## src/design/sobel_edge_magnitude_rgb_unit_assert.svh

```systemverilog
`ifndef SOBEL_EDGE_MAGNITUDE_RGB_UNIT_ASSERT_SVH
`define SOBEL_EDGE_MAGNITUDE_RGB_UNIT_ASSERT_SVH

// assertion with explicit clock and active-low reset
`define SEMR_ASSERT_CLK(lbl, clk, rstn, prop, msg) \
  lbl: assert property (@(posedge clk) disable iff (!rstn) prop) else $error(msg);

// assertion on the usual clk_i / rst_ni pair
`define SEMR_ASSERT(lbl, prop, msg) `SEMR_ASSERT_CLK(lbl, clk_i, rst_ni, prop, msg)

`endif

```

## src/design/sobel_pkg.sv

```systemverilog
`default_nettype none

package sobel_pkg;

  localparam int MaxWidth    = 1024;
  localparam int ColW        = $clog2(MaxWidth);
  localparam int CfgWidthW   = 11;
  localparam int CfgHeightW  = 12;
  localparam int CfgDataW    = 12;
  localparam int RowW        = CfgHeightW + 1;
  localparam int PosW        = 22;
  localparam int WhW         = CfgWidthW + CfgHeightW;
  localparam int DivCntW     = $clog2(PosW + 1);
  localparam int QDepth      = 2;
  localparam int QPtrW       = $clog2(QDepth);
  localparam int ResetWidthV  = 640;
  localparam int ResetHeightV = 480;
  localparam logic [7:0] SatMax = 8'd255;

  typedef enum logic [0:0] {
    CFG_FRAME_WIDTH  = 1'b0,
    CFG_FRAME_HEIGHT = 1'b1
  } cfg_index_e;

  typedef logic [23:0] pix_t;

  typedef struct packed {
    logic       opcode;
    logic [7:0] red;
    logic [7:0] green;
    logic [7:0] blue;
  } in_item_t;

  typedef struct packed {
    logic [7:0] out_red;
    logic [7:0] out_green;
    logic [7:0] out_blue;
    logic       frame_done;
  } out_item_t;

  typedef struct packed {
    logic [ColW-1:0] col;
    pix_t            pix;
    logic            emit;
    logic            interior;
    logic            done;
  } cmd_t;

  function automatic logic [7:0] chan(pix_t p, logic [1:0] k);
    logic [7:0] v;
    case (k)
      2'd0:    v = p[23:16];
      2'd1:    v = p[15:8];
      default: v = p[7:0];
    endcase
    return v;
  endfunction

endpackage

`default_nettype wire

```

## src/design/sobel_fifo.sv

```systemverilog
`default_nettype none

`include "sobel_edge_magnitude_rgb_unit_assert.svh"

module sobel_fifo (
  input  logic            clk_i,
  input  logic            rst_ni,
  input  logic            push_i,
  input  sobel_pkg::cmd_t push_data_i,
  output logic            full_o,
  input  logic            pop_i,
  output logic            empty_o,
  output sobel_pkg::cmd_t head_o
);
  import sobel_pkg::*;

  cmd_t             ent_q [QDepth];
  logic [QPtrW-1:0] wr_q, rd_q;
  logic [QPtrW:0]   cnt_q;

  assign full_o  = cnt_q == (QPtrW+1)'(QDepth);
  assign empty_o = cnt_q == '0;
  assign head_o  = ent_q[rd_q];

  always_ff @(posedge clk_i) begin
    if (push_i) begin
      ent_q[wr_q] <= push_data_i;
    end
  end

  always_ff @(posedge clk_i or negedge rst_ni) begin
    if (!rst_ni) begin
      wr_q  <= '0;
      rd_q  <= '0;
      cnt_q <= '0;
    end else begin
      if (push_i) begin
        wr_q <= wr_q + QPtrW'(1);
      end
      if (pop_i) begin
        rd_q <= rd_q + QPtrW'(1);
      end
      if (push_i && !pop_i) begin
        cnt_q <= cnt_q + (QPtrW+1)'(1);
      end else if (pop_i && !push_i) begin
        cnt_q <= cnt_q - (QPtrW+1)'(1);
      end
    end
  end

  `SEMR_ASSERT(a_q_bounds, (push_i |-> !full_o) and (pop_i |-> !empty_o), "queue over or underrun")

endmodule

`default_nettype wire

```

## config.mk

```make
export PLATFORM = sky130hd
export DESIGN_NAME = sobel_fifo
export DESIGN_NICKNAME = d
export VERILOG_FILES = /design/src/design/sobel_pkg.sv /design/src/design/sobel_fifo.sv
export VERILOG_INCLUDE_DIRS = /design/src /design/src/design
export SDC_FILE = /design/constraint.sdc
export NUM_CORES = 1
export LEC_CHECK = 0
export BUFFER_PORTS_ARGS = -buffer_cell sky130_fd_sc_hd__buf_2
export CAP_MARGIN = 20
export CORE_ASPECT_RATIO = 0.9
export CORE_UTILIZATION = 49
export CTS_CLUSTER_SIZE = 24
export DETAILED_ROUTE_END_ITERATION = 8
export GPL_TIMING_DRIVEN = 0
export MAX_ROUTING_LAYER = met4
export PLACE_DENSITY = 0.8
export SLEW_MARGIN = 20
export SYNTH_ARGS = -nofsm -noshare
export SYNTH_HDL_FRONTEND = slang
export SYNTH_SLANG_ARGS = --single-unit
```

## constraint.sdc

```tcl
create_clock -name clk_i -period 8 [get_ports clk_i]
set_clock_uncertainty 0.05 [all_clocks]
set_input_delay 1.6 -clock clk_i [delete_from_list [all_inputs] [get_ports clk_i]]
set_output_delay 1.6 -clock clk_i [all_outputs]
set_load 0.05 [all_outputs]
```

==> flow_summary.toml <==
[yosys]
synth_fa_ha_area_frac = 0.004257
ys_warn_count = 0
synth-seq-cells = 78
syn_inst = 131
ys_types = 13
synth_top_area_frac = 0.7561
synth-compound-area-share = 0
synth_seq_area_share = 0.7901
synth_mux_area_frac = 0.1673
synth_top_family_by_area = "multiplexers"
synthXorXnorAreaFrac = 0.01490
synth-simple-area-share = 0.008940
synthesis.area_sq_mm = 0.002939
yosysTopAreaCell = "edfxtp_1"
avgSynthCellArea_sq_um = 22.44
synth_nets = 173
netlist_top_cells_area = "edfxtp_1 (76%), mux2_4 (10%), mux2_2 (6.5%), dfrtp_1 (3.4%), xor2_1 (1.2%)"

[worst_hold_path]
worstHoldStart = "cnt_q[1]"
min_path_type = "reg2reg"

[placed_design]
io_buffers = 79
gp_congestion = 0.6679
hpwl_microns = 3038
dp.cells = 282

[setup_path]
worstSetupEndpoint = "head_o[29]"
startpoint_type = "flop"
cp.required_ns = 6.35
crit_type = "reg2out"
r2r-start = "wr_q"
arrival_ns = 1.60
critPathMaxFanout = 10
critPathCaptureType = "output pin"
r2r_cells = 2
reg2reg_slack_ns = 6.61
crit_path_start = "rd_q"
r2r_end = "ent_q[0][36]"

[sta]
final.period_utilization = 0.4057
min_period_ns = 3.245
finalSetupTns_ns = 0
finalHoldViolCount = 0
rsz0062_at_grt = "false"
slew_violations = 0
tightest_slew_ns = 0.4012
setup_viol = 0
max_freq_ghz = 0.3081
slew_headroom = 0.7320

[floorplan]
fp.dieArea_sq_mm = 0.006312
num_rows = 26
die-width_microns = 83.64
core-area_sq_mm = 0.005725
io_pins = 80
start_util = 0.5133
die_h_microns = 75.47

[clock_tree]
insertion_delay_ns = 0.33
clk_transition_reported_paths_ns = 0.07
post-cts-setup-buffers = 0
cts_num_sinks = 78
clockBufferDepth = 2
ctsRootBufferMaster = "clkbuf_8"
cts_hold_buf = 0
cts_made_buffers = 9
htreeDepth = 3
cts-resized-gates = 0
cts_tree = "done"

[routing]
drt-pass1-iter-count = 4
drtAntennaViolNets = 0
wire_per_inst_microns = 14.91
first_iter_violations = 57
wirelength_microns = 4443
drc = 0
via_count = 1460
vias_per_cell = 4.899

[pwr]
p_comb_frac = 0.440
leakagePower_nw = 1.469
switchingPower_mw = 0.6032
p_int_mw = 0.8942
vdd.ir_drop.worst_v = 0.0002932
p_seq_frac = 0.380
pwr-share-clk = 0.180
pwr_density_cell_mw_per_mm2 = 410.1
sw_frac_of_total = 0.4028

[grt]
grt.overflow.total = 0
grt_max_degree = 27
grt_antenna_before_repair = 0
grt_util_all_layers = 0.1557
grt_pass1_vias = 1482
grt_pass1_wl_microns = 6837

[outcome]
status = "finished clean"

[layout]
n_antenna_cell = 0
nets = 265
fillers = 422
drive_above_1_share = 0.6009
final_cell_count_no_fill = 298
area_delta_synth_final_pct = 24.22

[flow_run]
drv_cap = 0
## flip-flops by register name, indices dropped and copies added (netlist names)
register / cells
cnt_q: 2
ent_q: 74
rd_q: 1
wr_q: 1
## synthesized netlist by cell type, drive strengths merged
master / count
and2: 1
xnor2: 1
ha: 1
inv: 1
nor2b: 2
mux2: 37
buf: 4
edfxtp: 74
xor2: 4
dfrtp: 4
nor2: 2
## cell type report
cell class              instances  area (sq um)  area share
plain buffers                   4         38.79     0.01062
flip-flops and latches         78          2322      0.6361
clock buffers                  10         127.6     0.03496
well taps                      70         87.58     0.02399
inverters                       1         3.754    0.001028
clock inverters                 6         52.55     0.01439
multi-input cells              48         583.1      0.1597
repair buffers                 81         435.4      0.1193
## kinds of logic after synthesis
family	after synthesis
mux	37
xor+xnor	5
buf+inv	5
fa+ha+maj	1
simple gates	5
flops	78
## stage by stage
stage	hold WS (ns)	utilization	instance area, sq um	setup WS (ns)	power [mW]
after global placement	0.4186	0.5977	3422	3.257	1.225
after floorplan	0.4055	-	2939	4.253	1.108
after global routing	0.4837	0.6377	3651	4.686	1.553
after CTS	0.4468	0.6377	3651	4.735	1.511
after detailed placement	0.4339	0.6062	3471	5.114	1.243
final	0.4408	0.6377	3651	4.755	1.497
## critical path, stage by stage, from the launching register on
cell and delay, ns:
dfrtp_1 0.37, buf_6 0.17, buf_6 0.19, mux2_4 0.31, buf_2 0.21
## power groups by stage
stage / sequential (mW) / combinational [mW] / clock (mW)
final: 0.569 / 0.658 / 0.270
after global routing: 0.577 / 0.686 / 0.289
after CTS: 0.570 / 0.666 / 0.275
after detailed placement: 0.579 / 0.665 / 0
after global placement: 0.577 / 0.648 / 0
after floorplan: 0.573 / 0.535 / 0
## cell usage in the layout (no fill, tap or decap)
cell type  instances
clkinv_1           2
bufinv_16          1
buf_12             2
clkbuf_1           1
ha_1               1
and2_2             1
clkbuf_8           9
nor2b_4            1
buf_6              3
xor2_1             4
mux2_2            17
nor2_1             2
inv_1              1
clkinv_2           3
mux2_4            20
dfrtp_1            4
nor2b_1            1
buf_2             80
xnor2_1            1
edfxtp_1          74
## how the worst min path moves through the flow
stage                          end  slack, ns  cells past startpoint
after floorplan               wr_q       0.41                      1
after global placement        wr_q       0.42                      1
after detailed placement  cnt_q[1]       0.43                      1
after CTS                 cnt_q[1]       0.45                      1
after global routing      cnt_q[1]       0.48                      1
final                     cnt_q[1]       0.44                      1
## routing by layer
| metal | routed length, microns | track usage |
|---|---|---|
| met5 | 0 | - |
| met4 | 98 | 0.09605 |
| met1 | 1916 | 0.1799 |
| met3 | 288 | 0.04334 |
| met2 | 2140 | 0.2484 |
Power figures use the tool's default switching activity.
