[config.mk]
export PLATFORM = sky130hd
export DESIGN_NAME = sobel_front
export DESIGN_NICKNAME = d
export VERILOG_FILES = /design/src/design/sobel_pkg.sv /design/src/design/sobel_front.sv
export VERILOG_INCLUDE_DIRS = /design/src /design/src/design
export SDC_FILE = /design/constraint.sdc
export NUM_CORES = 1
export LEC_CHECK = 0
export BUFFER_PORTS_ARGS = -buffer_cell sky130_fd_sc_hd__buf_2
export CAP_MARGIN = 5
export CORE_UTILIZATION = 51
export DETAILED_ROUTE_END_ITERATION = 16
export PLACE_DENSITY_LB_ADDON = 0.2
export SYNTH_ARGS = -nofsm -noshare
export SYNTH_HDL_FRONTEND = slang
export SYNTH_SLANG_ARGS = --single-unit
[constraint.sdc]
create_clock -name clk_i -period 10.5 [get_ports clk_i]
set_input_delay 1.05 -clock clk_i [delete_from_list [all_inputs] [get_ports clk_i]]
set_output_delay 1.05 -clock clk_i [all_outputs]
set_load 0.03 [all_outputs]
[src/design/sobel_edge_magnitude_rgb_unit_assert.svh]
`ifndef SOBEL_EDGE_MAGNITUDE_RGB_UNIT_ASSERT_SVH
`define SOBEL_EDGE_MAGNITUDE_RGB_UNIT_ASSERT_SVH

// assertion with explicit clock and active-low reset
`define SEMR_ASSERT_CLK(lbl, clk, rstn, prop, msg) \
  lbl: assert property (@(posedge clk) disable iff (!rstn) prop) else $error(msg);

// assertion on the usual clk_i / rst_ni pair
`define SEMR_ASSERT(lbl, prop, msg) `SEMR_ASSERT_CLK(lbl, clk_i, rst_ni, prop, msg)

`endif

[src/design/sobel_pkg.sv]
`default_nettype none

package sobel_pkg;

  localparam int MaxWidth    = 1024;
  localparam int ColW        = $clog2(MaxWidth);
  localparam int CfgWidthW   = 11;
  localparam int CfgHeightW  = 12;
  localparam int CfgDataW    = 12;
  localparam int RowW        = CfgHeightW + 1;
  localparam int PosW        = 22;
  localparam int WhW         = CfgWidthW + CfgHeightW;
  localparam int DivCntW     = $clog2(PosW + 1);
  localparam int QDepth      = 2;
  localparam int QPtrW       = $clog2(QDepth);
  localparam int ResetWidthV  = 640;
  localparam int ResetHeightV = 480;
  localparam logic [7:0] SatMax = 8'd255;

  typedef enum logic [0:0] {
    CFG_FRAME_WIDTH  = 1'b0,
    CFG_FRAME_HEIGHT = 1'b1
  } cfg_index_e;

  typedef logic [23:0] pix_t;

  typedef struct packed {
    logic       opcode;
    logic [7:0] red;
    logic [7:0] green;
    logic [7:0] blue;
  } in_item_t;

  typedef struct packed {
    logic [7:0] out_red;
    logic [7:0] out_green;
    logic [7:0] out_blue;
    logic       frame_done;
  } out_item_t;

  typedef struct packed {
    logic [ColW-1:0] col;
    pix_t            pix;
    logic            emit;
    logic            interior;
    logic            done;
  } cmd_t;

  function automatic logic [7:0] chan(pix_t p, logic [1:0] k);
    logic [7:0] v;
    case (k)
      2'd0:    v = p[23:16];
      2'd1:    v = p[15:8];
      default: v = p[7:0];
    endcase
    return v;
  endfunction

endpackage

`default_nettype wire

[src/design/sobel_front.sv]
`default_nettype none

`include "sobel_edge_magnitude_rgb_unit_assert.svh"

module sobel_front (
  input  logic                          clk_i,
  input  logic                          rst_ni,
  input  logic                          in_valid_i,
  output logic                          in_ready_o,
  input  sobel_pkg::in_item_t           in_data_i,
  input  logic                          cfg_valid_i,
  output logic                          cfg_ready_o,
  input  sobel_pkg::cfg_index_e         cfg_index_i,
  input  logic [sobel_pkg::CfgDataW-1:0] cfg_data_i,
  output logic                          push_o,
  output sobel_pkg::cmd_t               push_data_o,
  input  logic                          full_i
);
  import sobel_pkg::*;

  logic [CfgWidthW-1:0]  w_q, w_eff;
  logic [CfgHeightW-1:0] h_q, h_eff;
  logic [WhW-1:0]        wh_q, wh_d;

  logic [ColW-1:0]    col_q, col_d, c;
  logic [RowW-1:0]    row_q, row_d, r, h1;
  logic [PosW-1:0]    opos_q, opos_d, orow_q, orow_d;
  logic [ColW-1:0]    ocol_q, ocol_d;
  logic               busy_q, busy_d;
  logic [DivCntW-1:0] div_cnt_q, div_cnt_d;
  logic [PosW-1:0]    div_num_q, div_num_d;
  logic [ColW-1:0]    div_rem_q, div_rem_d;
  logic [CfgWidthW-1:0] rem_t, rem_s;

  logic accept, cfg_acc, live, ignore, emit, c_last, interior, done, o_last, qbit;
  pix_t pix;

  assign in_ready_o  = !busy_q && !full_i;
  assign cfg_ready_o = !busy_q;
  assign accept      = in_valid_i && in_ready_o;
  assign cfg_acc     = cfg_valid_i && cfg_ready_o;

  always_comb begin
    w_eff = w_q;
    if (w_q == '0) begin
      w_eff = CfgWidthW'(1);
    end else if (w_q > CfgWidthW'(MaxWidth)) begin
      w_eff = CfgWidthW'(MaxWidth);
    end
    h_eff = (h_q == '0) ? CfgHeightW'(1) : h_q;
    wh_d  = {{(WhW-CfgWidthW){1'b0}}, w_eff} * {{(WhW-CfgHeightW){1'b0}}, h_eff};
  end

  always_comb begin
    c        = ({1'b0, col_q} < w_eff) ? col_q : '0;
    h1       = {1'b0, h_eff} + RowW'(1);
    r        = (row_q > h1) ? h1 : row_q;
    live     = r < {1'b0, h_eff};
    ignore   = live && in_data_i.opcode;
    pix      = live ? {in_data_i.red, in_data_i.green, in_data_i.blue} : '0;
    emit     = (r != '0) && !((r == RowW'(1)) && (c == '0));
    c_last   = ({1'b0, c} + CfgWidthW'(1)) >= w_eff;
    interior = (orow_q != '0)
               && (({1'b0, orow_q} + (PosW+1)'(2)) <= (PosW+1)'(h_eff))
               && (ocol_q != '0)
               && (({2'b0, ocol_q} + (ColW+2)'(2)) <= {1'b0, w_eff});
    done     = ({1'b0, opos_q} + (PosW+1)'(1)) >= wh_q;
    o_last   = ({1'b0, ocol_q} + CfgWidthW'(1)) >= w_eff;
  end

  always_comb begin
    rem_t = {div_rem_q, div_num_q[PosW-1]};
    qbit  = rem_t >= w_eff;
    rem_s = qbit ? (rem_t - w_eff) : rem_t;
  end

  always_comb begin
    col_d     = col_q;
    row_d     = row_q;
    opos_d    = opos_q;
    orow_d    = orow_q;
    ocol_d    = ocol_q;
    busy_d    = busy_q;
    div_cnt_d = div_cnt_q;
    div_num_d = div_num_q;
    div_rem_d = div_rem_q;
    if (accept) begin
      col_d = c;
      row_d = r;
      if (!ignore) begin
        if (c_last) begin
          col_d = '0;
          if (r <= {1'b0, h_eff}) begin
            row_d = r + RowW'(1);
          end
        end else begin
          col_d = c + ColW'(1);
        end
        if (emit) begin
          if (done) begin
            col_d  = '0;
            row_d  = '0;
            opos_d = '0;
            orow_d = '0;
            ocol_d = '0;
          end else begin
            opos_d = opos_q + PosW'(1);
            if (o_last) begin
              ocol_d = '0;
              orow_d = orow_q + PosW'(1);
            end else begin
              ocol_d = ocol_q + ColW'(1);
            end
          end
        end
      end
    end
    // restore row and column of the output position after a cfg transfer
    if (busy_q) begin
      div_rem_d = rem_s[ColW-1:0];
      div_num_d = {div_num_q[PosW-2:0], qbit};
      div_cnt_d = div_cnt_q - DivCntW'(1);
      if (div_cnt_q == DivCntW'(1)) begin
        busy_d = 1'b0;
        orow_d = {div_num_q[PosW-2:0], qbit};
        ocol_d = rem_s[ColW-1:0];
      end
    end
    if (cfg_acc) begin
      busy_d    = 1'b1;
      div_cnt_d = DivCntW'(PosW);
      div_num_d = opos_q;
      div_rem_d = '0;
    end
  end

  assign push_o      = accept && !ignore;
  assign push_data_o = '{col: c, pix: pix, emit: emit, interior: interior, done: done};

  always_ff @(posedge clk_i or negedge rst_ni) begin
    if (!rst_ni) begin
      w_q  <= CfgWidthW'(ResetWidthV);
      h_q  <= CfgHeightW'(ResetHeightV);
      wh_q <= WhW'(ResetWidthV * ResetHeightV);
    end else begin
      wh_q <= wh_d;
      if (cfg_acc) begin
        unique case (cfg_index_i)
          CFG_FRAME_WIDTH:  w_q <= cfg_data_i[CfgWidthW-1:0];
          CFG_FRAME_HEIGHT: h_q <= cfg_data_i[CfgHeightW-1:0];
          default: ;
        endcase
      end
    end
  end

  always_ff @(posedge clk_i or negedge rst_ni) begin
    if (!rst_ni) begin
      col_q     <= '0;
      row_q     <= '0;
      opos_q    <= '0;
      orow_q    <= '0;
      ocol_q    <= '0;
      busy_q    <= 1'b0;
      div_cnt_q <= '0;
      div_num_q <= '0;
      div_rem_q <= '0;
    end else begin
      col_q     <= col_d;
      row_q     <= row_d;
      opos_q    <= opos_d;
      orow_q    <= orow_d;
      ocol_q    <= ocol_d;
      busy_q    <= busy_d;
      div_cnt_q <= div_cnt_d;
      div_num_q <= div_num_d;
      div_rem_q <= div_rem_d;
    end
  end

  `SEMR_ASSERT(a_ocol_in_row, !busy_q |-> ({1'b0, ocol_q} < w_eff), "output column past width")

endmodule

`default_nettype wire

==> flow_summary.toml, run 1 <==
[yosys]
yosysTopAreaCellShare = 0.230
yosysMostFrequentCell = "nand2_1"
syn_area_per_cell_um2 = 8.49
ys_warn_count = 0
syn_inst = 1934
synth_top_area_cell = "dfrtp_1"
syn-cell-area_um2 = 16400
syn_nets = 2254
synth.yosys.seq_area_share = 0.246
synthTopCellsByCount = "nand2_1 (238), inv_1 (206), ha_1 (187)"
synth_seq_cells = 161
yosys_most_used_dff = "dfrtp_1"
ys_types = 80
synth_edf_count = 0
synthArstFlopShare = 1.00
synthTopCellsByArea = "dfrtp_1 (23%), ha_1 (14%), fa_1 (11%)"

[worst_setup_path]
criticalPathCategory = "flip-flop to output pin"
path_cells = "clkinv_1, nand3_1, nor2_1, a21o_1, o21ai_0, ha_1, nand2b_1, a211oi_1, o41ai_1, a211oi_1, a2111oi_4, buf_4, mux2i_1, inv_1, ha_1, o21ai_0, a21oi_1, o221ai_1, nand3_1, nor2_1, nor2_1, buf_2"
startpoint_type = "flip-flop"
required_ps = 9450
cp.arrival_ps = 6950
path_max_fanout = 28
critPathMaxStageDelay_ps = 680
critPathBufInv = 4
critPathCaptureType = "output pin"
cp_top_family = "compound AO/OA/AOI/OAI gates"
worst_path_most_repeated_cell = "nor2_1"
critPathSlowestCell = "dfstp_2"

[die]
fp.dieW_um = 181
die_y_um = 181
dieArea_um2 = 32900
core_um2 = 31600
start_util = 0.519
ios = 83
fp-row-count = 65

[detailed_routing]
dr.first_iter.drc_count = 1010
postRouteAntennaNets = 0
routed_wl_um = 46200
drc_errors = 0
firstDrtPassIters = 5
vias = 14100
wl_per_cell_um = 19.4
vias_per_cell = 5.94

[timing]
finalCriticalPeriod_ps = 8000
worst_pin_slew_ps = 1120
finalCritPeriodShare = 0.762
fin_worst_skew_ps = 11.7
relSlewSlack = 0.249
tns_ps = 0
rsz0062_at_grt = "no"
setup_viol = 0
final_hold_viol_count = 0
slew_viol_final = 0
fmax_mhz = 125

[clock_network]
clk_latency_ps = 460
cts_buffers = 17
cts_setup_buffers = 0
cts_buffer_depth = 2
cts_root_buf = "clkbuf_16"
cts_resized = 0
cts_tree = "done"
cts-htree-levels = 4
postCtsHoldBufs = 0
clkTransAtPathRegs_ps = 70
cts_sinks = 161

[status]
status = "complete, no violations"

[layout]
synthToLayoutAreaGrowth_pct = 7.70
fillerInstances = 2950
multi_input_area_um2 = 11200
final_nets = 2283
layout-drive-gt1-share = 0.0982
regArea_um2 = 4040
antenna_cells_inserted = 0
final_cell_area_um2 = 17700

[global_routing]
grt-ovfl-total = 0
grt_antenna_before_repair = 0
grt_pass1_vias = 13800
track_usage = 0.289
grt_pass1_wl_um = 74800
grt_max_degree = 96

[place]
port_buffers = 82
hpwlAfterDp_um = 34500
gp_congestion = 0.942
postPlaceCellArea_um2 = 17100

[power_and_ir_drop]
leakage_nw = 8.48
powerDensity_nw_per_um2 = 344
power_mw = 6.09
peakVddDrop_v = 0.000358

[min_path]
hold_class = "flip-flop to flip-flop"

[flow_run]
drv_cap = 0
[stage by stage]
| stage | util | hold slack, ps | cells | setup WS [ps] |
|---|---|---|---|---|
| 6_report | 0.559 | 510 | 2378 | 2500 |
| 5_1_grt | 0.559 | 553 | 2378 | 1730 |
| 4_1_cts | 0.559 | 512 | 2378 | 2540 |
| 3_5_place_dp | 0.541 | 496 | 2346 | 3020 |
| 3_3_place_gp | 0.541 | 486 | 2346 | 3130 |
| 2_1_floorplan | - | 454 | 1934 | 4070 |
[final cells by class]
class / instances / area share
Tap cell: 402 / 0.0284
Multi-Input combinational cell: 1469 / 0.634
Sequential cell: 161 / 0.228
Clock buffer: 18 / 0.0248
Timing Repair Buffer: 95 / 0.0291
Clock inverter: 14 / 0.00834
Inverter: 219 / 0.0465
[cell families (layout without fill, tap and decap cells)]
kind of cell,Yosys count,after routing,synth area share
AO/OA/AOI/OAI,336,336,0.132
XOR/XNOR,109,109,0.0581
adder cells (fa/ha/maj),277,277,0.252
buffers and inverters,304,346,0.0720
flip-flops,161,161,0.246
multiplexers,65,65,0.0419
AND/OR/NAND/NOR,682,682,0.198
[final timing paths]
path	slack (ps)	depth (start not counted)	endpoint	from
max	2500	22	push_o	h_q[7]
min	510	2	div_rem_q[9]	div_rem_q[9]
max reg2reg	3050	25	orow_q[1]	h_q[7]
min reg2reg	510	2	div_rem_q[9]	div_rem_q[9]
max in group asynchronous	8370	2	ocol_q[7]	rst_ni
min in group asynchronous	660	1	wh_q[16]	rst_ni
[flip-flops by register name (all words and copies together), names as in the netlist, 5 cells and up]
signal	count
col_q	10
div_cnt_q	5
div_num_q	22
div_rem_q	10
h_q	12
ocol_q	10
opos_q	22
orow_q	22
row_q	13
w_q	11
wh_q	23
[per-layer routing]
layer / vias to the layer above / share of wire / GRT usage
met5: - / 0 / 0
met4: 0 / 0.024 / 0.0841
met3: 64 / 0.063 / 0.0409
met2: 592 / 0.46 / 0.466
met1: 6850 / 0.45 / 0.403
li1: 6628 / - / -
[cells in the final DEF (no fill, tap or decap), drive strengths merged, types with 16 or more instances in the layout]
cell type  instances
a21o              24
nor3              31
inv              215
clkbuf            18
o22ai             16
o21ai            110
fa                90
nand4             36
nand2            239
nand3             73
a21oi             72
buf               95
xnor2             83
clkinv            16
xor2              26
nor2             146
mux2i             35
dfrtp            151
nor2b             21
ha               187
and2              42
and3              23
nor4              26
mux2              30
a211oi            18
[power by group]
part / internal, mW / switching (mW) / total [mW] / leakage [nW]
clock: 0.341 / 0.301 / 0.642 / 0.289
combinational: 1.59 / 2.59 / 4.18 / 6.19
sequential: 0.884 / 0.385 / 1.27 / 2.00
[tightest hold or removal path, stage by stage (launching register included)]
cell and delay (ps):
dfrtp_1 360, nand2_1 60, o21ai_0 60
No activity file was read; power rests on OpenSTA's default activity.
==> run 2, diff against run 1 <==
--- a/config.mk
+++ b/config.mk
@@ -6,6 +6,7 @@
 export SDC_FILE = /design/constraint.sdc
 export NUM_CORES = 1
 export LEC_CHECK = 0
+export ABC_AREA = 1
 export BUFFER_PORTS_ARGS = -buffer_cell sky130_fd_sc_hd__buf_2
 export CAP_MARGIN = 5
 export CORE_UTILIZATION = 51
==> constraint.sdc (replaced) <==
create_clock -name clk_i -period 7.1 [get_ports clk_i]
set_input_delay 0.71 -clock clk_i [delete_from_list [all_inputs] [get_ports clk_i]]
set_output_delay 0.71 -clock clk_i [all_outputs]
set_load 0.03 [all_outputs]
==> run 2 against run 1 <==
Compared with the run above: clock skew rose by 2.8 ps; setup slack got worse by 1900 ps; via count rose by 9.0%; synthesized cell count rose by 19%.
==> flow_summary.toml, run 2 <==
[status]
status = "complete, no violations"

[layout]
largest_reg_flops = 23
fillerInstances = 3132
multi_input_area_um2 = 10900
regArea_um2 = 4040
antenna_cells_inserted = 0
layout-drive-gt1-share = 0.0920
synthToLayoutAreaGrowth_pct = 8.97
mostFrequentLayoutCells = "nand2_1 (465), inv_1 (441), nor2_1 (207)"
final_nets = 2688
final_common_cell = "nand2_1"
top_register = "wh_q"

[worst_setup_path]
worst_path_most_repeated_cell = "nand3_1"
cp.arrival_ps = 5780
rrSetupSlack_ps = 680
critPathMaxStageDelay_ps = 720
criticalPathCategory = "flip-flop to output pin"
critPathSlowestCell = "dfstp_2"
path_max_fanout = 18
startpoint_type = "flip-flop"
required_ps = 6390
critPathCaptureType = "output pin"

[die]
start_util = 0.520
dieArea_um2 = 34100
die_y_um = 185
fp.dieW_um = 185
core_um2 = 32700
fp-row-count = 66
ios = 83

[yosys]
synth_top_area_cell = "dfrtp_1"
synthArstFlopShare = 1.00
ys_types = 59
yosys_most_used_dff = "dfrtp_1"
synthTopCellsByArea = "dfrtp_1 (22%), ha_1 (14%), fa_1 (11%)"
syn_nets = 2627
ys_warn_count = 0
syn-cell-area_um2 = 17000
yosysMostFrequentCell = "nand2_1"
synth.yosys.seq_area_share = 0.238
yosysTopAreaCellShare = 0.222
synthTopCellsByCount = "nand2_1 (465), inv_1 (441), nor2_1 (207)"
syn_inst = 2307
synth_edf_count = 0
synth_seq_cells = 161
syn_area_per_cell_um2 = 7.37

[timing]
final_hold_viol_count = 0
tns_ps = 0
finalCritPeriodShare = 0.914
fin_worst_skew_ps = 14.4
setup_viol = 0
timing.hold.ws_ps = 351
fmax_mhz = 154
finalCriticalPeriod_ps = 6490
slew_viol_final = 0
worst_pin_slew_ps = 988
rsz0062_at_grt = "no"
relSlewSlack = 0.341

[detailed_routing]
routed_wl_um = 48700
firstDrtPassIters = 6
vias = 15400
drc_errors = 0
dr.first_iter.drc_count = 1294
wl_per_cell_um = 17.2
vias_per_cell = 5.46
postRouteAntennaNets = 0

[global_routing]
grt_pass1_wl_um = 78900
grt_pass1_vias = 15000
grt_antenna_before_repair = 0
track_usage = 0.299
grt_max_degree = 91
grt-ovfl-total = 0

[min_path]
hold_class = "primary input to async pin"

[place]
hpwlAfterDp_um = 37700
port_buffers = 82
gp_congestion = 0.957

[clock_network]
cts_resized = 0
cts_tree = "done"
cts_sinks = 161
cts_setup_buffers = 0
cts_root_buf = "clkbuf_16"
clkTransAtPathRegs_ps = 70
cts_buffers = 17
postCtsHoldBufs = 0
cts-htree-levels = 4
clk_latency_ps = 460
cts_buffer_depth = 2

[flow_run]
drv_cap = 0
-- run 2: worst paths after layout --
kind                       cells past startpoint          start         end
max in group asynchronous                      2         rst_ni     wh_q[5]
setup / recovery                              27         h_q[8]      push_o
hold reg to reg                                2         w_q[7]      w_q[7]
min in group clk_i                             3  cfg_data_i[5]      h_q[5]
setup reg to reg                              21        w_q[10]    wh_q[19]
hold / removal                                 1         rst_ni  opos_q[12]
-- run 2: cells by family after synthesis --
group	after synthesis	synth area share
DFF	161	0.238
buffers and inverters	522	0.120
xor gates and xnor gates	82	0.0422
AOI/OAI and AO/OA	327	0.114
and+or+nand+nor	938	0.243
adders and majority gates	277	0.243
-- run 2: critical path: cells and delay by family (launching register included) --
family          cells  cell delay (ps)
simple gates       15             2120
compound gates      3              420
flops               1              720
fa+ha+maj           2              660
buf+inv             6             1200
xor+xnor            1              180
-- run 2: cell type report --
type | instances | area share
multi-input combinational | 1624 | 0.590
sequential | 161 | 0.218
inverter | 453 | 0.0917
timing repair buffer | 111 | 0.0353
tap | 442 | 0.0298
clock buffer | 18 | 0.0237
clock inverter | 14 | 0.0117
-- run 2: layer usage --
metal / global-route usage / wire, µm
met1: 0.424 / 22500
met2: 0.469 / 22100
met3: 0.0466 / 2950
met4: 0.0902 / 1220
met5: 0 / 0
-- run 2: through the flow --
step | area [µm²] | worst slack [ps] | instances | utilization
detailed placement | 17900 | 812 | 2790 | 0.546
finish | 18500 | 613 | 2823 | 0.567
global route | 18500 | 196 | 2823 | 0.567
floorplan | 17000 | 1140 | 2307 | -
global placement | 17900 | 845 | 2790 | 0.546
CTS | 18500 | 622 | 2822 | 0.566
Power of run 2 is left out: the tool's default activity adds up to more than one toggle a clock period on the data nets, which glitch-free logic cannot reach.
